## config.mk

```make
export PLATFORM = sky130hd
export DESIGN_NAME = lpkf_ram
export DESIGN_NICKNAME = d
export VERILOG_FILES = /design/src/hw/rtl/lpkf_ram.sv
export SDC_FILE = /design/constraint.sdc
export NUM_CORES = 1
export LEC_CHECK = 0
export BUFFER_PORTS_ARGS = -buffer_cell sky130_fd_sc_hd__clkbuf_2
export CORE_MARGIN = 4
export CORE_UTILIZATION = 50
export CTS_BUF_LIST = sky130_fd_sc_hd__clkbuf_8 sky130_fd_sc_hd__clkbuf_16
export CTS_CLUSTER_DIAMETER = 100
export DETAILED_ROUTE_END_ITERATION = 6
export PLACE_DENSITY_LB_ADDON = 0.05
export SLEW_MARGIN = 5
export SYNTH_ARGS = -nofsm -noshare
export SYNTH_HDL_FRONTEND = slang
export SYNTH_SLANG_ARGS = --single-unit
```

## constraint.sdc

```tcl
create_clock -name clock -period 1.95 [get_ports clock]
set_input_delay 0.39 -clock clock [delete_from_list [all_inputs] [get_ports clock]]
set_output_delay 0.39 -clock clock [all_outputs]
set_load 0.05 [all_outputs]
```

## src/hw/rtl/lpkf_ram.sv

```systemverilog
// ----------------------------------------------------------------------------
// lpkf_ram
// Single-port synchronous RAM with a registered read port.
// ----------------------------------------------------------------------------
module lpkf_ram #(
   parameter int WIDTH = 8,
   parameter int DEPTH = 16
) (
   input  logic                     clock,
   input  logic                     we,
   input  logic [$clog2(DEPTH)-1:0] addr,
   input  logic [WIDTH-1:0]         wdata,
   output logic [WIDTH-1:0]         rdata
);

   logic [WIDTH-1:0] mem [DEPTH];
   logic [WIDTH-1:0] rdata_ff;

   always_ff @(posedge clock) begin
      if (we) begin
         mem[addr] <= wdata;
      end
      rdata_ff <= mem[addr];
   end

   assign rdata = rdata_ff;

endmodule

```

==> metrics <==
Die ar. 11800 sq um; Final Power 6800 uW; drt pass-1 iters 5; post-synthesis sequential area ratio 79.0%; syn nets 244; cell taking the most area after synthesis edfxtp_1; Cells after Synth 230; nature of the critical path endpoint output port; Worst Skew 0.00519 ns; relative slew slack between 40 and 50%; post-DP HPWL 5930 um; first-pass GRT wire length around 15000 um; Hold WC Path Type in -> reg; Worst R2R End rdata[2]; IO Pins 22; GRT Total Usage 17.7%; CP Cell Sequence clkbuf_2; Final nets 297; hold_sp wdata[5]; post-route ant nets 0; Layout fillers about 730; CTS Hold Buffers Added 0; Leak Pwr a little over 0.002 uW; Max stage delay on crit path ~0.36 ns; DR iter-0 viols 154; critical path data required time 1.56 ns; post-route non-filler standard cell count 429; synthesized cell area 5070 sq um; status complete, no violations; unrepaired setup endpoints after global routing false; Final Cell Area 6090 sq um; placed cell areas 5500 sq um; fraction of layout cells with a size suffix above 1 36.5%; Via-to-Cell Ratio between 5 and 6; Worst EP arrival 1.15 ns; WHS Endpoint mem[5][5]; slowest CP cell dfxtp_1; synthesis-to-finish area growth 20.1%; Max Slew Vio Count 0; Unique masters post-synth 18; GP Congestion around 0.74; Final Hold Fails 0; Met3 Wirelength around 280 um; Crit path buffers/inverters 1; WL/cell around 21 um; CTS Buffer Depth 2; post_cts resized 0; final worst-path cycle share between 70% and 80%; die height ~110 um; FF+latch count, synth 136; # clock sinks 136; Clk pin slew, worst setup/hold paths roughly 0.060 ns; synth top area cells edfxtp_1, mux4_2, dfxtp_1; Final min period 1.54 ns; antenna cells 0; Finish-stage setup viols 0; worst-case reg-to-reg path depth 3; TritonCTS clock tree done; CTS Buf Count 17; core area 9820 sq um; Fin Hold WS 0.302 ns; yosys warns 0; initial antenna violation count 0; # rows 36; reg2reg setup slack 0.62 ns; DR top layer met4; DRC viols 0; WL met1 4230 um; Max Clk Rate 648 MHz; pin count of the biggest net entering global routing 40; vias ~2.4k; CP Max Fanout 1; final wirelength 9220 um; P per Cell Area approximately 1100 nW/um^2; CP Class reg -> out; Root Buffer clkbuf_8; Post-CTS Setup Inserts 0; worst hold path depth 1; Setup TNS 0 ns; Max Cap Violations 0; vias in the first global route roughly 2.5k; Initial Utilization 51.6%; # port buffers 21; VDD IR max 809 uV; Crit Reg-Reg Startpoint mem[3][2]; Yosys top cell area share 75.9%; Slew @ Worst Pin 0.775 ns; Mean Syn Cell Area 22.0 sq um; clock latency at the later pin of the worst-skew pair 0.51 ns; CP top delay family flip-flops; Setup crit start rdata[1]; WL met2 4600 um; die width 109 um; CP startpoint kind flop; placed cell count 397; total grt overflow 0; H-Tree Depth 4
==> metal layers <==
| layer | GRT usage [%] | up-vias |
|---|---|---|
| li1 | - | 1072 |
| met1 | 24.5 | 1239 |
| met2 | 27.6 | 40 |
| met3 | 5.15 | 12 |
| met4 | 5.41 | 0 |
| met5 | 0 | - |
==> cells in the mapped netlist <==
cell / count
edfxtp_1: 128
mux4_2: 32
a22oi_1: 16
nor2_1: 13
nand2_1: 9
dfxtp_1: 8
buf_1: 4
nor3_1: 4
buf_2: 2
buf_6: 2
clkbuf_1: 2
nand2b_1: 2
nand3b_1: 2
nor2b_1: 2
and2_1: 1
clkbuf_2: 1
nand3_1: 1
or3b_2: 1
==> per-stage QoR <==
stage,utilization (%),setup slack (ns)
final,62.0,0.407
after global routing,62.0,0.337
after CTS,62.0,0.370
after detailed placement,56.0,0.173
after global placement,56.0,0.160
after floorplan,-,0.0670
==> state kept, by name, summed over array words and instances (netlist names) <==
register and count:
mem 128, rdata 8
==> where the power goes <==
| part | internal [uW] | total [uW] | switching, uW |
|---|---|---|---|
| logic | 139 | 375 | 237 |
| registers | 3270 | 3290 | 17.7 |
| clock network | 1950 | 3140 | 1180 |
==> kinds of logic after synthesis <==
logic type             Yosys count  share of synthesized area, %
AOI/OAI and AO/OA               16                          2.37
buffers and inverters           11                          1.19
DFF                            136                          79.0
and+or+nand+nor                 35                          3.21
muxes                           32                          14.2
==> cell type report <==
class	instances	area, sq um	area share [%]
Sequential cell	136	4000	65.8
Multi-Input combinational cell	83	1000	16.5
Tap cell	133	166	2.73
Clock buffer	17	414	6.80
Timing Repair Buffer	45	323	5.30
Clock inverter	15	178	2.92
==> how the worst max path moves through the flow <==
stage | to | slack (ns) | cells after the start
3_5_place_dp | rdata[4] | 0.17 | 5
4_1_cts | rdata[1] | 0.37 | 1
2_1_floorplan | mem[0][0] | 0.07 | 2
3_3_place_gp | rdata[4] | 0.16 | 5
5_1_grt | rdata[1] | 0.34 | 1
6_report | rdata[1] | 0.41 | 1
==> cell usage in the layout, fill, tap and decap left out, types with 3 or more instances in the layout <==
master / n
a22oi_1: 16
buf_12: 3
buf_4: 21
bufinv_16: 3
clkbuf_16: 16
clkbuf_2: 21
clkinvlp_4: 3
dfxtp_1: 8
edfxtp_1: 128
inv_6: 4
mux4_2: 32
nand2_1: 9
nor2_1: 13
nor3_1: 4
Power figures use the tool's default switching activity.
