===== src/hw/rtl/lpkf_pkg.sv =====
// ----------------------------------------------------------------------------
// lpkf_pkg
// Types and constants shared by the key-to-flags cache modules.
// ----------------------------------------------------------------------------
package lpkf_pkg;

   localparam int KEY_W = 64;
   localparam int SLOT_IDX_W = 9;
   localparam logic [KEY_W-1:0] GOLDEN_MULT = 64'h9E37_79B9_7F4A_7C15;

   localparam logic KIND_LOOKUP = 1'b0;
   localparam logic KIND_INSERT = 1'b1;

   typedef struct packed {
      logic patched;
      logic large_icon;
      logic small_icon;
   } lpkf_flags_type;

   typedef struct packed {
      logic           occupied;
      lpkf_flags_type flags;
      logic [KEY_W-1:0] key;
   } lpkf_entry_type;

   typedef enum logic [1:0] {
      ST_CLEAR,
      ST_IDLE,
      ST_HASH,
      ST_PROBE
   } lpkf_state_type;

endpackage


===== src/hw/rtl/lpkf_hash.sv =====
// ----------------------------------------------------------------------------
// lpkf_hash
// Four-stage Fibonacci hash pipeline: the key times the golden-ratio constant
// modulo 2^64, scaled to the table size to give the home slot.
// ----------------------------------------------------------------------------
module lpkf_hash #(
   parameter int TABLE_SLOTS = 512
) (
   input  logic                           clock,
   input  logic                           reset,
   input  logic                           start,
   input  logic [lpkf_pkg::KEY_W-1:0]     key,
   output logic                           valid,
   output logic [$clog2(TABLE_SLOTS)-1:0] home
);
   import lpkf_pkg::*;

   localparam int SLOT_W = $clog2(TABLE_SLOTS);
   localparam int NW = $clog2(TABLE_SLOTS + 1);
   localparam logic [NW-1:0] SLOTS_N = NW'(TABLE_SLOTS);

   logic [3:0]         vld_ff;
   logic [63:0]        ll_ff;
   logic [31:0]        hl_ff;
   logic [31:0]        lh_ff;
   logic [63:0]        h_ff;
   logic [32+NW-1:0]   hin_ff;
   logic [32+NW-1:0]   lon_ff;
   logic [SLOT_W-1:0]  home_ff;

   logic [63:0]        ll_in;
   logic [63:0]        hl_full;
   logic [63:0]        lh_full;
   logic [63:0]        h_in;
   logic [32+NW-1:0]   hin_in;
   logic [32+NW-1:0]   lon_in;
   logic [32+NW:0]     sum;

   assign ll_in   = key[31:0] * GOLDEN_MULT[31:0];
   assign hl_full = key[63:32] * GOLDEN_MULT[31:0];
   assign lh_full = key[31:0] * GOLDEN_MULT[63:32];
   assign h_in    = ll_ff + {hl_ff + lh_ff, 32'd0};
   assign hin_in  = h_ff[63:32] * SLOTS_N;
   assign lon_in  = h_ff[31:0] * SLOTS_N;
   assign sum     = {1'b0, hin_ff} + (33+NW)'(lon_ff[32+NW-1:32]);

   always_ff @(posedge clock) begin
      if (reset) begin
         vld_ff <= '0;
      end else begin
         vld_ff <= {vld_ff[2:0], start};
      end
      ll_ff   <= ll_in;
      hl_ff   <= hl_full[31:0];
      lh_ff   <= lh_full[31:0];
      h_ff    <= h_in;
      hin_ff  <= hin_in;
      lon_ff  <= lon_in;
      home_ff <= sum[32 +: SLOT_W];
   end

   assign valid = vld_ff[3];
   assign home  = home_ff;

endmodule


===== config.mk =====
export PLATFORM = sky130hd
export DESIGN_NAME = lpkf_hash
export DESIGN_NICKNAME = d
export VERILOG_FILES = /design/src/hw/rtl/lpkf_pkg.sv /design/src/hw/rtl/lpkf_hash.sv
export SDC_FILE = /design/constraint.sdc
export NUM_CORES = 2
export LEC_CHECK = 0
export BUFFER_PORTS_ARGS = -buffer_cell sky130_fd_sc_hd__buf_2
export CAP_MARGIN = 20
export CORE_UTILIZATION = 25
export CTS_CLUSTER_SIZE = 20
export DETAILED_ROUTE_END_ITERATION = 12
export SKIP_LAST_GASP = 1
export SYNTH_ARGS = -nofsm -noshare
export SYNTH_HDL_FRONTEND = slang
export SYNTH_SLANG_ARGS = --single-unit

===== constraint.sdc =====
create_clock -name clock -period 21.2 [get_ports clock]
set_input_delay 5.3 -clock clock [delete_from_list [all_inputs] [get_ports clock]]
set_output_delay 5.3 -clock clock [all_outputs]
set_load 0.01 [all_outputs]

==> results by group <==
Outcome
  • Status: finished with violations
  • Failing checks: design-rule violations

Critical path
  • Cells on worst reg2reg path: 21
  • CP required: 21.57 ns
  • Crit. Startpoint: key[0]
  • Max Fanout on Critical Path: 19
  • CP cell instances: buf_2 -> buf_4 -> fa_1 -> fa_1 -> fa_1 -> fa_1 -> fa_1 -> fa_1 -> fa_1 -> inv_1 -> fa_1 -> inv_1 -> ha_1 -> a21oi_1 -> o21ai_0 -> a31oi_1 -> o21a_1 -> o21ai_0 -> o2111ai_2 -> a21oi_1 -> or2_2 -> o311ai_1
  • CP most frequent cell: fa_1
  • CP arrival: 12.89 ns
  • Highest-delay cell along the critical path: fa_1
  • Crit path launch type: input port
  • CP endpoint kind: flip-flop
  • Worst r2r src: lh_ff[0]
  • Max incr delay on CP: 1.02 ns
  • WS Path Type: input port to flip-flop

Logic synthesis
  • Synth cell types: 70
  • Mapped Nets: 5061
  • FFs w/ async S/R, synth: 0%
  • Avg Inst Size Synth: 10.4 µm²
  • Post-synth EDFFs: 0
  • Register area share after synthesis: 6.94%
  • Flop and latch count out of synthesis: 126
  • Post-Synthesis Cells: 3495
  • Yosys warnings: 0
  • Area of the mapped netlist: 36300 µm²
  • Main synth FF type: dfxtp_1

Worst hold path
  • Hold path startpoint: h_ff[56]
  • Min-Delay Path Depth: 0
  • HP Class: flip-flop to flip-flop

Detailed routing
  • Vias per cell: 4.34
  • First DRT Iteration DRCs: 1525
  • Routed WL: 110000 µm
  • WL/cell: 20.0 µm
  • DRC: 12
  • Via count: 23900
  • Final ANT Viol Nets: 0
  • DR pass1 iterations: 10

Floorplan
  • IO Count: 77
  • Row count: 139
  • Die Footprint: 147000 µm²
  • Die Wd: 383 µm
  • Core Box Area: 144000 µm²
  • Initial Util: 25.3%
  • Die Y: 383 µm

Global route
  • Largest net degree at the start of global routing: 20
  • Total grt overflow: 0
  • GRT Overall Usage: 15.6%
  • Initial antenna violation count: 3
  • Vias in the first global route: 26200
  • First-pass GRT wire length: 168000 µm

Run
  • Max-Cap Viols: 0

Final layout
  • Design area: 39700 µm²
  • Area Growth Syn to Fin: 9.16%
  • Core Util, Final: 27.6%
  • Nets: 5149
  • Share of cells above drive strength 1: 3.73%

Timing
  • Final worst-path cycle share: 59.1%
  • Slew headroom: 43.8%
  • Setup_tns: 0 ns
  • Crit path time final: 12.52 ns
  • RSZ-0062 raised after global routing: no
  • Worst slew pin tran: 0.843 ns
  • Clock Skews: 0.0199 ns
  • Final Hold Fails: 0
  • FMAX: 0.0799 GHz
  • Final setup viols: 0
  • Final Max Tran Viols: 0

Place
  • Placed cell areas: 39100 µm²
  • DP HPWL: 101000 µm
  • GPL Wtd Cong: 0.965
  • Number of port buffers: 76

CTS
  • H-Tree Depth: 4
  • # resized after CTS: 0
  • CTS tree: built
  • Post-CTS setup buffer count: 0
  • Clk root buf: clkbuf_16
  • TritonCTS Buffers: 17
  • Clk sinks: 126
  • Max Root-Sink Buffers: 2
  • Clk slew on worst S/H paths: 0.07 ns
  • Skew-Pair Late Insertion Delay: 0.46 ns
  • Cts-stage hold buffer count: 0
path summary, 6_finish.rpt:
path	slack, ns	endpoint
max	8.68	ll_ff[62]
min	0.33	hin_ff[33]
max reg2reg	15.91	h_ff[63]
min reg2reg	0.33	hin_ff[33]
per-layer routing:
metal	track usage, %	wire length [µm]	up-vias	share of wire [%]
li1	-	-	11100	-
met1	21.1	49300	12100	45
met2	25.1	50800	605	46
met3	2.52	5880	139	5.3
met4	5.19	4000	0	3.6
met5	0	0	-	0
synth_stat cells (3+ instances only):
library cell  number  area share, %
a2111oi_0          5           0.12
a211o_1            5           0.12
a211oi_1          19           0.39
a21o_1            51            1.1
a21oi_1          100            1.4
a311o_1            4           0.11
a311oi_1           4          0.096
a31oi_1           12           0.21
and2_1             9           0.15
and3_1            19           0.33
and4_1             3          0.072
clkbuf_1          10           0.10
dfxtp_1          126            6.9
fa_1             761             42
ha_1             738             25
inv_1           1056             11
nand2_1           44           0.45
nand2b_1          11           0.19
nand3_1           30           0.41
nand4_1           13           0.22
nor2_1            81           0.84
nor2b_1           13           0.22
nor3_1            21           0.29
nor3b_1            3          0.062
nor4_1             5          0.086
o211a_1            3          0.083
o211ai_1          12           0.25
o21a_1            22           0.45
o21ai_0           52           0.72
o21ai_1            9           0.12
o21bai_1          14           0.29
o311ai_0           3          0.072
o311ai_1           3          0.072
o31a_1             3          0.072
o31ai_1            6           0.12
or2_2              3          0.052
or3_1              5          0.086
or4_1              3          0.062
xnor2_1          139            3.4
xor2_1            32           0.77
flip-flops by register name, indices dropped and copies added, names as in the netlist:
signal	cells
hl_ff	32
lh_ff	32
ll_ff	31
h_ff	9
hin_ff	9
home	9
vld_ff	4
placed cells by master (no fill, tap or decap), types with 19 or more instances in the layout:
master,netlist,layout
nand2_1,44,44
fa_1,761,761
dfxtp_1,126,126
o21ai_0,52,52
nor2_1,81,81
o21a_1,22,22
inv_1,1056,1056
a211oi_1,19,19
and3_1,19,19
ha_1,738,738
a21oi_1,100,100
xnor2_1,139,139
a21o_1,51,51
buf_2,0,77
nand3_1,30,30
xor2_1,32,32
nor3_1,21,21
worst max-delay path, delay by kind of cell:
family,cells,cell delay [ns]
AOI/OAI and AO/OA,8,1.86
adders and majority gates,9,4.94
buffers and inverters,4,0.45
and+or+nand+nor,1,0.31
stage by stage:
step | setup WS [ns] | instances | hold slack (ns)
after floorplan | 9.74 | 3495 | 0.310
after global placement | 8.24 | 5466 | 0.312
after detailed placement | 8.26 | 5467 | 0.312
after CTS | 8.74 | 5499 | 0.326
after global routing | 8.33 | 5499 | 0.336
final | 8.68 | 5501 | 0.327
area by class of cell:
class	instances	area [µm²]
fill	15000	104000
multi-input combinational	2302	29800
inverter	1056	3960
sequential	126	2520
tap	1903	2380
clock buffer	18	439
timing repair buffer	80	408
clock inverter	14	135
antenna	2	5.00
logic make-up (layout without fill, tap and decap cells):
family          count (synthesis)  after routing  share of synthesized area, %
fa+ha+maj                    1499           1499                          67.3
buf+inv                      1067           1168                          11.0
compound gates                357            357                          6.72
simple gates                  273            273                          3.79
xor+xnor                      171            171                          4.12
flops                         126            126                          6.94
mux                             2              2                        0.0620
other cells                     0              2                             0
Power is not shown: default switching activity piles up to over one toggle a cycle in this logic, so the estimate is an artifact.
